File: src/rtl/vns_pkg.sv
// Shared types and constants for the vector normalize and scale pipeline.
package vns_pkg;

  localparam logic OP_NORM  = 1'b0;
  localparam logic OP_SCALE = 1'b1;

  localparam logic [15:0] UNIT_LEN = 16'd4096;
  localparam logic [31:0] WIN_LO   = 32'd16687225;
  localparam logic [31:0] WIN_HI   = 32'd16851025;

  localparam int SQRT_CELLS = 16;
  localparam int DIV_CELLS  = 17;

  // Values that ride along the square root chain untouched.
  typedef struct packed {
    logic               op;
    logic signed [15:0] x;
    logic signed [15:0] y;
    logic signed [31:0] xf;
    logic signed [31:0] yf;
    logic               win;
  } pass_t;

  // State of one square root cell: radicand bits still to consume,
  // partial remainder and partial root.
  typedef struct packed {
    logic [31:0] v;
    logic [17:0] rem;
    logic [15:0] root;
    pass_t       pass;
  } sqc_t;

  // One component inside the divider chain.
  typedef struct packed {
    logic [15:0] rem;
    logic [16:0] lo;
    logic [16:0] q;
    logic        neg;
    logic        ovf;
  } lane_t;

  typedef struct packed {
    lane_t       lx;
    lane_t       ly;
    logic [15:0] len;
    logic        zero;
  } dvc_t;

  // Magnitudes of the dividends after the length is known.
  typedef struct packed {
    logic [30:0] nx;
    logic [30:0] ny;
    logic        negx;
    logic        negy;
    logic [15:0] len;
    logic        zero;
  } num_t;

endpackage

File: src/rtl/vns_sqrt_cell.sv
// One cell of the square root chain: settles one root bit per cell.
module vns_sqrt_cell (
  input  logic           clk,
  input  logic           en,
  input  vns_pkg::sqc_t  din,
  output vns_pkg::sqc_t  dout
);

  vns_pkg::sqc_t nxt;
  logic [19:0]   t;
  logic [19:0]   trial;

  always_comb begin
    t     = {din.rem, din.v[31:30]};
    trial = {2'b00, din.root, 2'b01};
    nxt      = din;
    nxt.v    = {din.v[29:0], 2'b00};
    if (t >= trial) begin
      nxt.rem  = 18'(t - trial);
      nxt.root = {din.root[14:0], 1'b1};
    end else begin
      nxt.rem  = t[17:0];
      nxt.root = {din.root[14:0], 1'b0};
    end
  end

  always_ff @(posedge clk) begin
    if (en) begin
      dout <= nxt;
    end
  end

endmodule

File: config.mk
export PLATFORM = sky130hd
export DESIGN_NAME = vns_sqrt_cell
export DESIGN_NICKNAME = d
export VERILOG_FILES = /design/src/rtl/vns_pkg.sv /design/src/rtl/vns_sqrt_cell.sv
export SDC_FILE = /design/constraint.sdc
export NUM_CORES = 1
export LEC_CHECK = 0
export BUFFER_PORTS_ARGS = -buffer_cell sky130_fd_sc_hd__buf_2
export CORE_AREA = 4 4 125 127
export DETAILED_ROUTE_END_ITERATION = 10
export DIE_AREA = 0 0 129 131
export GPL_ROUTABILITY_DRIVEN = 0
export HOLD_SLACK_MARGIN = 0.05
export PLACE_DENSITY = 0.76
export SETUP_SLACK_MARGIN = 0.3
export SLEW_MARGIN = 40
export SYNTH_ARGS = -nofsm -noshare
export SYNTH_HDL_FRONTEND = slang
export SYNTH_SLANG_ARGS = --single-unit
export TNS_END_PERCENT = 10
File: constraint.sdc
create_clock -name clk -period 5.04 [get_ports clk]
set_clock_uncertainty 0.05 [all_clocks]
set_input_delay 1.008 -clock clk [delete_from_list [all_inputs] [get_ports clk]]
set_output_delay 1.008 -clock clk [all_outputs]
set_load 0.005 [all_outputs]
Word level (Yosys, flattened, before mapping)
Cells that the tools add are included.
{"block": "totals", "reg_bits": 162, "out_inout_bits": 164, "elab_cells": 12, "input_bits": 166}
{"block": "op_classes", "mux": 1, "order_cmp": 1, "add_sub_neg": 1}
{"operator": "two-way mux 34 bit", "count": 1}
{"operator": ">= comparator 20 x 18 -> 1 bit", "count": 1}
{"operator": "subtractor 18 bit", "count": 1}

Longest topological paths before layout
{"block": "depth", "ltp_word": 2, "mapped_depth": 11, "mapped_depth_nobuf": 9}

Worst setup path after synthesis
Ideal clock, no wire load.
{"block": "synth_path", "kind": "input to register", "start": "input port din[105] in the netlist's numbering", "end": "register dout[124] in the netlist's numbering, data pin", "t_required_ns": 4.730, "slack_ns": 2.004, "arrival_time_ns": 2.727, "setup_time_ns": 0.260, "n_path_buf": 2, "stages": 11, "cell_sequence": "inv_1 ha_1 buf_2 nand2_1 nor2_1 nand3_1 nor2_1 o21ai_2 o211ai_4 buf_6 mux2_2"}
{"item": "start: declaration", "line": "vns_sqrt_cell.sv:5", "text": "input vns_pkg::sqc_t din,"}
{"item": "end signal: assignment", "line": "vns_sqrt_cell.sv:29", "text": "dout <= nxt;"}
{"item": "end: declaration", "line": "vns_sqrt_cell.sv:6", "text": "output vns_pkg::sqc_t dout"}

==> results.txt <==
The post-synthesis area per instance was 18.54 sq um. The CTS root buffer is sky130_fd_sc_hd__clkbuf_16. Most instantiated library cell after synthesis: sky130_fd_sc_hd__edfxtp_1. The count of final hold-check violations is 0. The run gives 868 as the final cell count without fillers. Counting flops per register, the top entry is dout. Using the TritonRoute via totals, the vias-per-cell ratio works out to 4.840. The critical path arrival is 3130 ps, and the post-detailed-route count of antenna-violating nets is 0. Clock tree synthesis inserted a total of 17 buffers. For the number of pins exceeding their max-slew limit in the final report, the log shows 0.

The commonest cells after synthesis are sky130_fd_sc_hd__edfxtp_1, sky130_fd_sc_hd__inv_1, sky130_fd_sc_hd__ha_1, sky130_fd_sc_hd__a21oi_1, sky130_fd_sc_hd__mux2_2. The initial utilization of the core area, before any placement, comes to 42.16%. Yosys mapped a number of flops with a built-in enable equal to 162.

Summed over all layers, the routed wires come to 18.38 mm. Summed over all nets, the half-perimeter wirelength after detailed placement is 14.44 mm. For this run, the number of Yosys warnings is 0. The number of ports placed on the die boundary is 330, and the number of antenna repair diodes is 0. Critical path startpoint category: an input port.

Counting along the longest clock path gives a buffer depth of 2. The endpoint kind of the worst setup timing path is a flop. From bottom edge to top edge, the die measures 131 microns.

The slew of the pin with the lowest slew margin works out to 750.5 ps. The worst hold path belongs to the class input port to flop. TritonCTS built the clock tree. The register with the most flip-flops in the layout has 162 of them. The run gives 4 as the number of H-tree levels.

For the number of setup buffers added after CTS, the log shows 0. The number of distinct library cells after synthesis is 43. The post-route netlist has 54.82% of its cells at a drive strength greater than 1. The hold slack was 714.2 ps. The area growth from synthesis to layout came out at 40.66%.

Headroom to the max-slew limit came out at 49.73%. After layout, the worst path uses 59.95% of the clock period. For this design the ratio of total power to cell area is 393.3 mW/mm^2. The horizontal die dimension came out at 129 microns. For this run, design rule violations remaining after detail routing come to 0.

Wire length of the first global-routing pass: 25.06 mm. After synthesis, the cell types taking the most area are sky130_fd_sc_hd__edfxtp_1, sky130_fd_sc_hd__ha_1, sky130_fd_sc_hd__mux2_2, sky130_fd_sc_hd__xnor2_1, sky130_fd_sc_hd__a21oi_1. The number of placed instances, taps included, is 836. For this run, the post-layout net count is 856. The die covers 0.01690 sq mm. The region available for standard cell placement spans 0.01442 sq mm. The worst setup path is of the input port to flop kind.

Port buffering added 327 buffers. The total negative setup slack is 0 ps, and the sink count of the clock tree is 162. The logs give 0.3309 GHz for the highest attainable clock frequency and 3.736 nW for the reported leakage power.

The tools report the number of cells produced by synthesis as 328. The largest fanout on the critical path works out to 19. Setup repair after global routing left no endpoint under its margin. After detailed routing, the average wire length per cell comes to 21.18 microns. The run finished with clean final reports. The logs give 262 for the number of violations reported at the end of detailed-routing iteration 0 and 4342 for the via count of the first global-routing pass. The first-pass detailed-route iteration total was 4; the clock slew seen by the registers of the worst setup and hold paths was 60 ps. The fraction of synthesized cell area taken by the top area cell type was 80.00%. In the final layout, the registers with the most flip-flops are dout (162). After clock tree synthesis, the flow added hold-fix buffers numbering 0. The synthesized netlist occupies a cell area of 0.006081 sq mm. For the overflow left after global routing, the log shows 0.

The biggest area contributor in the post-synthesis netlist is sky130_fd_sc_hd__edfxtp_1. For this run, asynchronously set or reset flops after synthesis account for 0%. The shortest period the worst path allows works out to 3022 ps. Global routing consumed, over all layers together, 20.57% of the routing resources. Entering global routing, the biggest net connects 113 pins.

Maximum VDD drop: 0.2269 mV. In this run, synthesis produced a sequential element count of 162. For this run, the register share of the synthesized area comes to 80.00%.

The leading register cell type out of synthesis was sky130_fd_sc_hd__edfxtp_1. Total of fill cells in the finished design: 1159. The data required time of the critical path is 5150 ps, and the routed via count is 4201.

Initial antenna violation count: 1. Final count of negative-setup-slack endpoints: 0. For the count of instances resized after the clock tree is built, the log shows 0. The site row count is 44. The tool flagged a number of max-cap violations equal to 0.
==> final timing paths <==
check | startpoint | end | slack, ps | cells past startpoint
hold / removal | din[39] | dout[39]$_DFFE_PP_ | 710 | 1
setup / recovery | din[105] | dout[122]$_DFFE_PP_ | 2020 | 8
==> worst max-delay path: stages <==
cell and delay [ps]:
sky130_fd_sc_hd__buf_2 120, sky130_fd_sc_hd__inv_1 50, sky130_fd_sc_hd__ha_1 400, sky130_fd_sc_hd__a21oi_1 100
sky130_fd_sc_hd__o21ai_1 210, sky130_fd_sc_hd__a31oi_1 180, sky130_fd_sc_hd__o211ai_4 650, sky130_fd_sc_hd__mux2_2 410
==> power breakdown <==
part           internal (mW)  switching, mW
sequential              1.62         0.0314
clock                  0.783          0.514
combinational          0.197          0.217
==> routing by layer <==
layer / vias up / wire length, microns / global-route usage (%)
li1: 1951 / - / -
met3: 27 / 1730 / 8.455
met4: 2 / 458 / 7.597
met5: - / 7 / 0
met1: 2007 / 6259 / 21.80
met2: 214 / 9928 / 36.80
==> cell type report <==
cell class	count	area (sq um)	share of cell area [%]
Clock buffer	20	436.7	5.105
Clock inverter	11	152.6	1.785
Inverter	20	75.07	0.8777
Multi-Input combinational cell	141	1105	12.92
Sequential cell	162	4865	56.88
Tap cell	184	230.2	2.692
Timing Repair Buffer	330	1689	19.75
==> cells in the final DEF, fill, tap and decap left out, types with 2 or more instances in the layout <==
| master | netlist | routed |
|---|---|---|
| sky130_fd_sc_hd__buf_2 | 2 | 326 |
| sky130_fd_sc_hd__edfxtp_1 | 162 | 162 |
| sky130_fd_sc_hd__inv_1 | 20 | 20 |
| sky130_fd_sc_hd__ha_1 | 18 | 18 |
| sky130_fd_sc_hd__clkbuf_16 | 0 | 17 |
| sky130_fd_sc_hd__a21oi_1 | 15 | 15 |
| sky130_fd_sc_hd__mux2_2 | 13 | 13 |
| sky130_fd_sc_hd__nand2_1 | 12 | 12 |
| sky130_fd_sc_hd__nor2_1 | 11 | 11 |
| sky130_fd_sc_hd__xnor2_1 | 10 | 10 |
| sky130_fd_sc_hd__nor3_1 | 6 | 6 |
| sky130_fd_sc_hd__o21a_1 | 6 | 6 |
| sky130_fd_sc_hd__nand3_1 | 5 | 5 |
| sky130_fd_sc_hd__xor2_1 | 4 | 4 |
| sky130_fd_sc_hd__a31oi_1 | 3 | 3 |
| sky130_fd_sc_hd__nand2b_1 | 3 | 3 |
| sky130_fd_sc_hd__a211oi_1 | 3 | 3 |
| sky130_fd_sc_hd__mux2i_1 | 3 | 3 |
| sky130_fd_sc_hd__bufinv_16 | 0 | 3 |
| sky130_fd_sc_hd__clkbuf_1 | 1 | 3 |
| sky130_fd_sc_hd__o21ai_0 | 2 | 2 |
| sky130_fd_sc_hd__o21ai_2 | 2 | 2 |
| sky130_fd_sc_hd__mux2_1 | 2 | 2 |
| sky130_fd_sc_hd__a21o_1 | 2 | 2 |
| sky130_fd_sc_hd__nand4_1 | 2 | 2 |
| sky130_fd_sc_hd__conb_1 | 1 | 2 |
| sky130_fd_sc_hd__inv_6 | 0 | 2 |
| sky130_fd_sc_hd__inv_8 | 0 | 2 |
| sky130_fd_sc_hd__clkinv_1 | 0 | 2 |
| sky130_fd_sc_hd__clkinvlp_4 | 0 | 2 |
| sky130_fd_sc_hd__buf_4 | 2 | 2 |
==> through the flow <==
| stage | utilization [%] | instance area (sq um) | setup WS [ps] | power [mW] |
|---|---|---|---|---|
| final | 59.30 | 8553 | 2018 | 3.364 |
| after global routing | 59.30 | 8553 | 1888 | 3.504 |
| after CTS | 59.11 | 8526 | 2031 | 3.405 |
| after detailed placement | 55.02 | 7936 | 1604 | 2.096 |
| after global placement | 55.00 | 7933 | 1637 | 2.081 |
| after floorplan | - | 6085 | 2004 | 1.835 |
==> kinds of logic (layout without fill, tap and decap cells) <==
family	Yosys count	count (layout)	share of synthesized area, %
adder cells (fa/ha/maj)	18	18	3.704
multiplexers	18	18	3.272
buffers and inverters	26	381	1.893
XOR/XNOR	14	14	2.016
AND/OR/NAND/NOR	46	46	3.683
other	1	2	0.06167
flip-flops	162	162	80.00
AO/OA/AOI/OAI	43	43	5.370
Power figures use the tool's default switching activity.
