--- config.mk ---
export PLATFORM = sky130hd
export DESIGN_NAME = vns_div_cell
export DESIGN_NICKNAME = d
export VERILOG_FILES = /design/src/rtl/vns_pkg.sv /design/src/rtl/vns_div_cell.sv
export SDC_FILE = /design/constraint.sdc
export NUM_CORES = 1
export LEC_CHECK = 0
export BUFFER_PORTS_ARGS = -buffer_cell sky130_fd_sc_hd__buf_2
export CAP_MARGIN = 20
export CORE_MARGIN = 5
export CORE_UTILIZATION = 41
export CTS_BUF_LIST = sky130_fd_sc_hd__clkbuf_16
export DETAILED_ROUTE_END_ITERATION = 10
export GPL_ROUTABILITY_DRIVEN = 1
export HOLD_SLACK_MARGIN = 0.12
export PLACE_DENSITY_LB_ADDON = 0.1
export SETUP_SLACK_MARGIN = 0.5
export SLEW_MARGIN = 20
export SYNTH_ARGS = -nofsm -noshare
export SYNTH_HDL_FRONTEND = slang
export SYNTH_SLANG_ARGS = --single-unit
export TNS_END_PERCENT = 20
--- constraint.sdc ---
create_clock -name clk -period 7.35 [get_ports clk]
set_input_delay 1.47 -clock clk [delete_from_list [all_inputs] [get_ports clk]]
set_output_delay 1.47 -clock clk [all_outputs]
set_load 0.05 [all_outputs]
--- src/rtl/vns_pkg.sv ---
// Shared types and constants for the vector normalize and scale pipeline.
package vns_pkg;

  localparam logic OP_NORM  = 1'b0;
  localparam logic OP_SCALE = 1'b1;

  localparam logic [15:0] UNIT_LEN = 16'd4096;
  localparam logic [31:0] WIN_LO   = 32'd16687225;
  localparam logic [31:0] WIN_HI   = 32'd16851025;

  localparam int SQRT_CELLS = 16;
  localparam int DIV_CELLS  = 17;

  // Values that ride along the square root chain untouched.
  typedef struct packed {
    logic               op;
    logic signed [15:0] x;
    logic signed [15:0] y;
    logic signed [31:0] xf;
    logic signed [31:0] yf;
    logic               win;
  } pass_t;

  // State of one square root cell: radicand bits still to consume,
  // partial remainder and partial root.
  typedef struct packed {
    logic [31:0] v;
    logic [17:0] rem;
    logic [15:0] root;
    pass_t       pass;
  } sqc_t;

  // One component inside the divider chain.
  typedef struct packed {
    logic [15:0] rem;
    logic [16:0] lo;
    logic [16:0] q;
    logic        neg;
    logic        ovf;
  } lane_t;

  typedef struct packed {
    lane_t       lx;
    lane_t       ly;
    logic [15:0] len;
    logic        zero;
  } dvc_t;

  // Magnitudes of the dividends after the length is known.
  typedef struct packed {
    logic [30:0] nx;
    logic [30:0] ny;
    logic        negx;
    logic        negy;
    logic [15:0] len;
    logic        zero;
  } num_t;

endpackage

--- src/rtl/vns_div_cell.sv ---
// One cell of the divider chain: one quotient bit for both components.
module vns_div_cell (
  input  logic           clk,
  input  logic           en,
  input  vns_pkg::dvc_t  din,
  output vns_pkg::dvc_t  dout
);

  vns_pkg::dvc_t nxt;

  function automatic vns_pkg::lane_t step(vns_pkg::lane_t l, logic [15:0] len);
    vns_pkg::lane_t r;
    logic [16:0]    t;
    r    = l;
    t    = {l.rem, l.lo[16]};
    r.lo = {l.lo[15:0], 1'b0};
    if (t >= {1'b0, len}) begin
      r.rem = 16'(t - {1'b0, len});
      r.q   = {l.q[15:0], 1'b1};
    end else begin
      r.rem = t[15:0];
      r.q   = {l.q[15:0], 1'b0};
    end
    return r;
  endfunction

  always_comb begin
    nxt    = din;
    nxt.lx = step(din.lx, din.len);
    nxt.ly = step(din.ly, din.len);
  end

  always_ff @(posedge clk) begin
    if (en) begin
      dout <= nxt;
    end
  end

endmodule

Word-level counts from Yosys, hierarchy flattened --
Cells that the tools add are included.
Cells by class: add/subtract/negate cells 2, $lt $le $gt $ge 2, mux-type cells 4
Operators by type and width (number):
- >= comparator 17 x 16 -> 1 bit | 2
- two-way mux 16 bit | 2
- subtractor 16 bit | 2
- two-way mux 1 bit | 2
Word-level totals: flip-flop bits (word level) 119, input port bits 123, word-level logic and storage cells 20

Logic depth before layout (Yosys ltp) --
Gate-level depths: netlist of the first run.
depth in word-level cells 2, gate-level depth with buffers 10

Least setup slack after synthesis of the first run --
OpenSTA, ideal clock, no wires.
path type input to register, from in din[15] (netlist name), to reg dout[62] (netlist name) (data pin), library setup time 0.260 ns, arrival time 3.400 ns, data required time 7.090 ns, setup slack 3.689 ns, stages 10, path through inv_1 > ha_1 > buf_6 > a21o_1 > a211o_1 > a21oi_1 > inv_1 > a41oi_4 > buf_8 > mux2_4
RTL lines:
- start, declared | line vns_div_cell.sv:5 | input vns_pkg::dvc_t din,
- end signal, assigned | line vns_div_cell.sv:35 | dout <= nxt;
- end, declared | line vns_div_cell.sv:6 | output vns_pkg::dvc_t dout

==> results of run 1 <==
-- cell type report --
type,count,area (um^2),share of cell area (%)
sequential,119,3570,45.9
multi-input combinational,251,2060,26.5
timing repair buffer,240,1210,15.5
tap,180,225,2.90
inverter,33,124,1.59
clock buffer,17,425,5.47
clock inverter,15,160,2.06
-- cell families (layout without fill, tap and decap cells) --
| kind of cell | Yosys count | count (layout) |
|---|---|---|
| AND/OR/NAND/NOR | 80 | 80 |
| XOR/XNOR | 19 | 19 |
| adder cells (fa/ha/maj) | 34 | 34 |
| other | 1 | 2 |
| buffers and inverters | 42 | 305 |
| flip-flops | 119 | 119 |
| multiplexers | 28 | 28 |
| AO/OA/AOI/OAI | 88 | 88 |
-- cells in the final DEF (no fill, tap or decap), types with 12 or more instances in the layout --
| cell | count |
|---|---|
| mux2_2 | 13 |
| nor2_1 | 16 |
| clkbuf_16 | 17 |
| a21oi_1 | 19 |
| nand2_1 | 14 |
| o21ai_0 | 12 |
| ha_1 | 32 |
| buf_2 | 238 |
| inv_1 | 35 |
| edfxtp_1 | 119 |
-- through the flow --
step	hold WS, ns	instances	total power [uW]	area (um^2)	setup slack, ns
2_1_floorplan	1.57	412	1280	5850	3.69
3_3_place_gp	1.65	823	1420	7190	3.08
3_5_place_dp	1.65	823	1430	7190	3.05
4_1_cts	1.21	855	2260	7780	3.50
5_1_grt	1.21	855	2330	7780	3.32
6_report	1.23	855	2230	7780	3.50
-- cells in the mapped netlist (all sizes together), types with 4 or more instances --
master    n  share of area [%]
a211o     4               0.60
a21o     10                1.3
a21oi    25                2.7
buf       7                1.3
edfxtp  119                 61
ha       32                6.9
inv      33                2.1
mux2     22                4.8
mux2i     6                1.0
nand2    14               0.90
nand2b    6               0.77
nand3    10               0.86
nor2     16                1.0
nor2b     5               0.58
nor3     10               0.86
o21a     10                1.4
o21ai    12                1.0
xnor2     9                1.3
xor2     10                1.5
-- worst paths after layout --
kind,endpoint,depth (start not counted)
worst min-delay path,dout[100],1
worst max-delay path,dout[58],9
-- layer usage --
| metal | part of all wire [%] | routed length, um |
|---|---|---|
| met3 | 9.1 | 1350 |
| met2 | 48 | 7130 |
| met1 | 41 | 6140 |
| met4 | 1.3 | 188 |
| met5 | 0.088 | 13 |
-- power by group --
part / internal (uW) / switching (uW) / total (uW)
combinational: 167 / 399 / 566
sequential: 831 / 14.7 / 845
clock: 527 / 292 / 819
total: 1520 / 706 / 2230
==> results.py, run 1 <==
metrics = {
    "status": {
        "outcome": "complete, no violations",
    },
    "synthesis": {
        "synth_edf_count": 119,
        "syn_inst": 411,
        "syn_area_um2": 5840,
        "synthAdderAreaFrac_pct": 7.54,
        "yosysWarnings": 0,
        "async_reset_ff_share_pct": 0,
        "yosys.area_share.simple_pct": 7.30,
        "ys_seq_area_share_pct": 61.2,
        "synthFlopType": "edfxtp_1",
        "synthXorXnorAreaFrac_pct": 2.85,
        "ys_ff_latch": 119,
        "avgSynthCellArea_um2": 14.2,
        "synth_top_family_by_area": "compound AO/OA/AOI/OAI gates",
        "muxShareOfSynthArea_pct": 5.85,
        "yosysUniqueCellTypes": 64,
        "synth_compound_area_share_pct": 11.7,
    },
    "clocking": {
        "cts-resized-gates": 0,
        "cts_setup_buffers": 0,
        "cts_root_buf": "clkbuf_16",
        "max-clock-path-buffers": 2,
        "cts.reportedPaths.clkPinSlew_ns": 0.06,
        "cts_htree_levels": 4,
        "cts-buffers-inserted": 17,
        "cts_tree": "yes",
        "clkSinkCount": 119,
        "holdBufCountCts": 0,
    },
    "die": {
        "pin_count": 244,
        "start_util_pct": 41.9,
        "fp.dieH_um": 129,
        "core_area_um2": 13900,
        "die_area_um2": 16700,
        "rows": 43,
        "die_w_um": 129,
    },
    "timing": {
        "final.setup.tns_ns": 0,
        "period_minus_slack_ns": 3.85,
        "slew_headroom_pct": 42.7,
        "fmax_mhz": 260,
        "hold_viol": 0,
        "fin_crit_sh_pct": 52.3,
        "rsz0062_at_grt": "no",
        "tightest_slew_ns": 0.859,
        "timing.final.max_slew_violations": 0,
        "setup_violations": 0,
    },
    "worst_setup_path": {
        "critPathMaxStageDelay_ns": 0.73,
        "cpMostUsedCell": "a21oi_2",
        "crit_family": "compound AO/OA/AOI/OAI gates",
        "path_buf_inv": 2,
        "slowest_stage": "a41oi_4",
        "cp.required_ns": 7.51,
        "crit_fanout": 16,
        "startpoint": "din[4]",
        "path_cells": "buf_2 > inv_1 > ha_1 > a21oi_2 > nor2b_2 > o311ai_2 > a21oi_2 > a41oi_4 > mux2_2",
        "critPathLaunchType": "input port",
        "cp-end-kind": "flip-flop",
        "worstPathArrival_ns": 4.01,
        "worstSetupPathType": "in -> reg",
    },
    "worst_hold_path": {
        "hp-class": "in -> reg",
        "worstHoldStart": "din[99]",
    },
    "global_routing": {
        "grt_pass1_wl_um": 22100,
        "grtUsageMet3_pct": 5.69,
        "grt-busiest-layer": "met2",
        "grtUsageMet1_pct": 21.3,
        "antenna_found_initial": 1,
        "grt_util_all_layers_pct": 17.4,
        "grt_max_degree": 67,
        "overflow": 0,
        "grt_pass1_vias": 4196,
        "grtUsageMet2_pct": 29.3,
    },
    "place": {
        "portBuffers": 239,
        "dp_hpwl_um": 11500,
        "gp_congestion": 0.862,
    },
    "final_layout": {
        "largest_register": "dout",
        "layout-drive-gt1-share_pct": 45.9,
        "largest_reg_flops": 119,
        "biggestRegsByFlops": "dout: 119 flops",
        "utilization_pct": 55.8,
        "antennaDiodeCount": 0,
        "fillers": 1214,
        "nets": 819,
        "area_growth_syn_to_layout_pct": 33.2,
    },
    "power_and_ir_drop": {
        "ir_worst_vdd_uv": 125,
        "p_leak_uw": 0.00345,
        "cellPowerDensity_nw_per_um2": 287,
    },
    "route": {
        "drc": 0,
        "drt_iter0_drc": 133,
        "vias_per_cell": 4.91,
        "firstDrtPassIters": 4,
        "num_vias": 4200,
        "drtAntennaViolNets": 0,
        "wirelength_um": 14800,
        "routedWlPerCell_um": 17.3,
    },
    "job": {
        "maxCapViolCount": 0,
    },
}
(Power assumes the default switching activity.)
==> inputs of run 2 (changes only) <==
==> constraint.sdc (replaced) <==
create_clock -name clk -period 3.21 [get_ports clk]
set_input_delay 0.642 -clock clk [delete_from_list [all_inputs] [get_ports clk]]
set_output_delay 0.642 -clock clk [all_outputs]
set_load 0.05 [all_outputs]
==> results.py, run 2 (synthesis results as in run 1) <==
metrics = {
    "timing": {
        "tightest_slew_ns": 0.674,
        "fin_crit_sh_pct": 78.9,
        "final.setup.tns_ns": 0,
        "rsz0062_at_grt": "no",
        "fmax_mhz": 395,
        "setup_violations": 0,
        "timing.final.max_slew_violations": 0,
        "hold_viol": 0,
        "period_minus_slack_ns": 2.53,
        "slew_headroom_pct": 55.1,
        "timing.hold.ws_ns": 0.402,
    },
    "global_routing": {
        "grt_util_all_layers_pct": 17.5,
        "overflow": 0,
        "grt_max_degree": 56,
        "grt_pass1_vias": 4285,
        "antenna_found_initial": 1,
        "grt_pass1_wl_um": 22200,
    },
    "final_layout": {
        "multi_input_area_um2": 2100,
        "layout-drive-gt1-share_pct": 47.8,
        "area_growth_syn_to_layout_pct": 34.6,
        "largest_reg_flops": 119,
        "final_common_cell": "buf_2",
        "biggestRegsByFlops": "dout: 119 flops",
        "final_cell_mix": "buf_2, edfxtp_1, inv_1, ha_1, a21oi_1",
        "antennaDiodeCount": 0,
        "seq_area_um2": 3570,
        "largest_register": "dout",
        "nets": 824,
        "fillers": 1196,
    },
    "die": {
        "die_w_um": 129,
        "core_area_um2": 13900,
        "rows": 43,
        "fp.dieH_um": 129,
        "pin_count": 244,
        "start_util_pct": 41.9,
        "die_area_um2": 16700,
    },
    "worst_setup_path": {
        "slowest_stage": "ha_1",
        "path_buf_inv": 2,
        "critPathLaunchType": "input port",
        "critPathMaxStageDelay_ns": 0.41,
        "crit_family": "simple AND/OR/NAND/NOR gates",
        "path_cells": "buf_2 > inv_1 > ha_1 > nand2_1 > or3_1 > a31oi_4 > nand2b_4 > mux2_2",
        "cp.required_ns": 3.37,
        "startpoint": "din[14]",
        "worst-path-stages": 8,
        "worstSetupPathType": "in -> reg",
        "cp-end-kind": "flip-flop",
        "worstPathArrival_ns": 2.69,
        "crit_fanout": 17,
    },
    "route": {
        "num_vias": 4298,
        "drc": 0,
        "drt_iter0_drc": 265,
        "routedWlPerCell_um": 17.8,
        "drtAntennaViolNets": 0,
        "firstDrtPassIters": 4,
        "vias_per_cell": 5.00,
        "wirelength_um": 15300,
    },
    "clocking": {
        "cts_root_buf": "clkbuf_16",
        "cts_tree": "yes",
        "cts.reportedPaths.clkPinSlew_ns": 0.06,
        "holdBufCountCts": 0,
        "max-clock-path-buffers": 2,
        "clkSinkCount": 119,
        "cts_setup_buffers": 0,
        "cts-resized-gates": 0,
        "cts_htree_levels": 4,
        "cts-buffers-inserted": 17,
    },
    "worst_hold_path": {
        "min_path_cells": 1,
        "worstHoldStart": "din[18]",
        "hp-class": "in -> reg",
    },
    "power_and_ir_drop": {
        "p_leak_uw": 0.00347,
        "cellPowerDensity_nw_per_um2": 644,
        "finalPower_uw": 5060,
        "ir_worst_vdd_uv": 285,
    },
    "job": {
        "maxCapViolCount": 0,
    },
    "place": {
        "dp_hpwl_um": 11900,
        "gp_congestion": 0.847,
        "portBuffers": 239,
    },
    "status": {
        "outcome": "complete, no violations",
    },
}
run 2: cell type report:
cell class | count | area share [%]
sequential | 119 | 45.5
multi-input combinational | 251 | 26.7
timing repair buffer | 245 | 16.1
clock buffer | 17 | 5.41
tap | 180 | 2.86
clock inverter | 15 | 1.89
inverter | 33 | 1.58
run 2: routing by layer:
metal | GRT usage, % | up-vias | wire (um)
li1 | - | 2079 | -
met1 | 22.0 | 2012 | 6290
met2 | 28.4 | 188 | 7250
met3 | 6.39 | 17 | 1560
met4 | 5.31 | 2 | 162
met5 | 0 | - | 11
run 2: path summary, 6_finish.rpt:
path / endpoint / slack [ns]
max: dout[113] / 0.68
min: dout[18] / 0.40
run 2: per-stage QoR:
step                      util, %  area, um^2  setup WS [ns]  instances
after floorplan                 -        5880          0.483        412
after global placement       52.3        7290          0.278        828
after detailed placement     52.3        7290          0.255        828
after CTS                    56.4        7860          0.696        860
after global routing         56.4        7860          0.557        860
final                        56.4        7860          0.676        860
run 2: report_power, final:
part	leakage (uW)	internal, uW	switching, uW
registers	0.00117	1900	37.3
logic	0.00203	395	922
clock network	0.000275	1080	728
total	0.00347	3380	1690
==> inputs of run 3 (changes only) <==
--- a/config.mk
+++ b/config.mk
@@ -5,6 +5,7 @@
 export SDC_FILE = /design/constraint.sdc
 export NUM_CORES = 1
 export LEC_CHECK = 0
+export ABC_AREA = 1
 export BUFFER_PORTS_ARGS = -buffer_cell sky130_fd_sc_hd__buf_2
 export CAP_MARGIN = 20
 export CORE_MARGIN = 5
==> constraint.sdc (replaced) <==
create_clock -name clk -period 2.1 [get_ports clk]
set_input_delay 0.42 -clock clk [delete_from_list [all_inputs] [get_ports clk]]
set_output_delay 0.42 -clock clk [all_outputs]
set_load 0.05 [all_outputs]
==> results.py, run 3 <==
metrics = {
    "route": {
        "drt_iter0_drc": 368,
        "num_vias": 5947,
        "routedWlPerCell_um": 16.8,
        "vias_per_cell": 4.80,
        "drtAntennaViolNets": 0,
        "firstDrtPassIters": 5,
        "drc": 0,
        "wirelength_um": 20800,
    },
    "synthesis": {
        "ys_ff_latch": 119,
        "synth_area_leaders": "edfxtp_1, nand2_1, inv_1",
        "yosysUniqueCellTypes": 29,
        "syn_area_um2": 6310,
        "synth_top_cell_by_area": "edfxtp_1",
        "synth_most_common_cell": "nand2_1",
        "yosysWarnings": 0,
        "avgSynthCellArea_um2": 9.45,
        "synthTopCellsByCount": "nand2_1, edfxtp_1, inv_1, nand3_1, ha_1",
        "ys_seq_area_share_pct": 56.6,
        "synth_edf_count": 119,
        "synthFlopType": "edfxtp_1",
        "netlist.area_leader.share_pct": 56.6,
        "async_reset_ff_share_pct": 0,
        "syn_inst": 668,
    },
    "timing": {
        "hold_viol": 0,
        "fin_crit_sh_pct": 84.6,
        "setup_violations": 0,
        "timing.hold.ws_ns": 0.172,
        "rsz0062_at_grt": "yes",
        "period_minus_slack_ns": 1.78,
        "fmax_mhz": 563,
        "timing.final.max_slew_violations": 0,
    },
    "final_layout": {
        "area_growth_syn_to_layout_pct": 60.2,
        "nets": 1194,
        "biggestRegsByFlops": "dout: 119 flops",
        "largest_register": "dout",
        "final_cell_mix": "buf_2, nand2_1, edfxtp_1, buf_4, inv_1",
        "fillers": 1177,
        "final_common_cell": "buf_2",
        "stdcell_area_um2": 10100,
        "antennaDiodeCount": 0,
        "utilization_pct": 66.8,
        "largest_reg_flops": 119,
        "layout-drive-gt1-share_pct": 50.2,
    },
    "die": {
        "die_w_um": 134,
        "start_util_pct": 41.7,
        "die_area_um2": 18000,
        "core_area_um2": 15100,
        "fp.dieH_um": 134,
        "pin_count": 244,
        "rows": 45,
    },
    "power_and_ir_drop": {
        "p_leak_uw": 0.00489,
        "finalPower_uw": 8470,
        "p_seq_share_pct": 34.8,
        "ir_worst_vdd_uv": 516,
        "intPower_uw": 5530,
        "comb_power_share_pct": 30.4,
        "p_switching_uw": 2940,
        "switching_share_pct": 34.7,
        "cellPowerDensity_nw_per_um2": 837,
        "clkPwrFrac_pct": 34.8,
    },
    "global_routing": {
        "grt-busiest-layer": "met2",
        "overflow": 0,
        "grt_pass1_wl_um": 31200,
        "grt_max_degree": 83,
        "grtUsageMet2_pct": 38.4,
        "grtUsageMet3_pct": 5.89,
        "grt_pass1_vias": 5881,
        "grtUsageMet1_pct": 27.4,
        "antenna_found_initial": 0,
        "grt_util_all_layers_pct": 22.5,
    },
    "place": {
        "dp_hpwl_um": 15600,
        "gp_congestion": 0.929,
        "placed_cell_area_um2": 8740,
        "portBuffers": 239,
    },
    "worst_setup_path": {
        "path_cells": "buf_4 > clkinvlp_4 > buf_4 > ha_4 > nand2_4 > inv_2 > nand2_1 > nor2_1 > nand3b_1 > nand2_2 > nor2_4 > buf_6 > clkbuf_16 > nand3_2 > nand2_1",
        "critPathMaxStageDelay_ns": 0.28,
        "worstSetupPathType": "in -> reg",
        "slowest_stage": "ha_4",
        "cp-end-kind": "flip-flop",
        "crit_fanout": 4,
        "critPathLaunchType": "input port",
        "worstPathArrival_ns": 1.95,
        "cp.required_ns": 2.28,
    },
    "clocking": {
        "cts-buffers-inserted": 17,
        "max-clock-path-buffers": 2,
        "cts_root_buf": "clkbuf_16",
        "cts_htree_levels": 4,
        "cts_tree": "yes",
        "clkSinkCount": 119,
        "holdBufCountCts": 0,
        "cts.reportedPaths.clkPinSlew_ns": 0.06,
    },
    "status": {
        "outcome": "complete, no violations",
    },
    "worst_hold_path": {
        "hp-class": "in -> reg",
    },
    "job": {
        "maxCapViolCount": 0,
    },
}
==> run 3: changes by cell type after synthesis, sizes merged, moves of 8 or more <==
cell	before	now
nand3	10	60
nand2	14	252
mux2	22	0
o21a	10	2
nor2	16	24
o21ai	12	0
inv	33	114
a21o	10	0
==> run 3: logic make-up after synthesis <==
kind of cell    share of synthesized area (%)
simple gates                             24.7
buf+inv                                  7.97
flops                                    56.6
fa+ha+maj                                6.98
compound gates                           2.08
xor+xnor                                 1.66
other cells                            0.0594
==> run 3: repair_timing <==
item / CTS / global route
pin swaps: 34 / 51
gates resized for setup: 73 / 42
setup buffers: 20 / 5
endpoints found under the hold margin: 0 / 0
cloned: 5 / 1
endpoints found under the setup margin: 34 / 34
==> run 3: worst max-delay path: cells and delay by family <==
kind          cells  cell delay, ns
fa+ha+maj         1            0.28
buf+inv           6            0.68
simple gates      8            0.55
==> run 3: per-layer routing <==
layer	part of all wire (%)	wire length, um	vias up
met5	0	0	-
met4	2.4	492	0
li1	-	-	2922
met3	7.7	1600	34
met2	49	10200	246
met1	41	8450	2745
==> run 3: cell type report <==
| cell class | instances | area (um^2) | share of cell area, % |
|---|---|---|---|
| inverter | 114 | 469 | 4.64 |
| clock buffer | 17 | 425 | 4.21 |
| clock inverter | 15 | 170 | 1.68 |
| tap | 188 | 235 | 2.33 |
| timing repair buffer | 353 | 2230 | 22.0 |
| sequential | 119 | 3570 | 35.3 |
| multi-input combinational | 432 | 3020 | 29.8 |
==> run 3: metrics by stage <==
stage / setup slack (ns) / TNS (ns) / std cells
final: 0.323 / 0 / 1238
after global routing: 0.263 / 0 / 1238
after CTS: 0.370 / 0 / 1232
after detailed placement: -0.302 / -7.35 / 1175
after global placement: -0.282 / -6.50 / 1175
after floorplan: 0.227 / 0 / 669
==> run 3: path summary, 6_finish.rpt <==
| check | start | endpoint | slack (ns) | cells after the start |
|---|---|---|---|---|
| max | din[14] | dout[66] | 0.32 | 15 |
| min | din[71] | dout[72] | 0.17 | 1 |
==> run 3: power by group through the flow <==
stage	Combinational (uW)	Clock [uW]	Sequential [uW]
floorplan	722	0	3820
global placement	2320	0	2990
detailed placement	2340	0	2990
CTS	2500	3010	2950
global route	2750	3130	2970
finish	2570	2950	2950
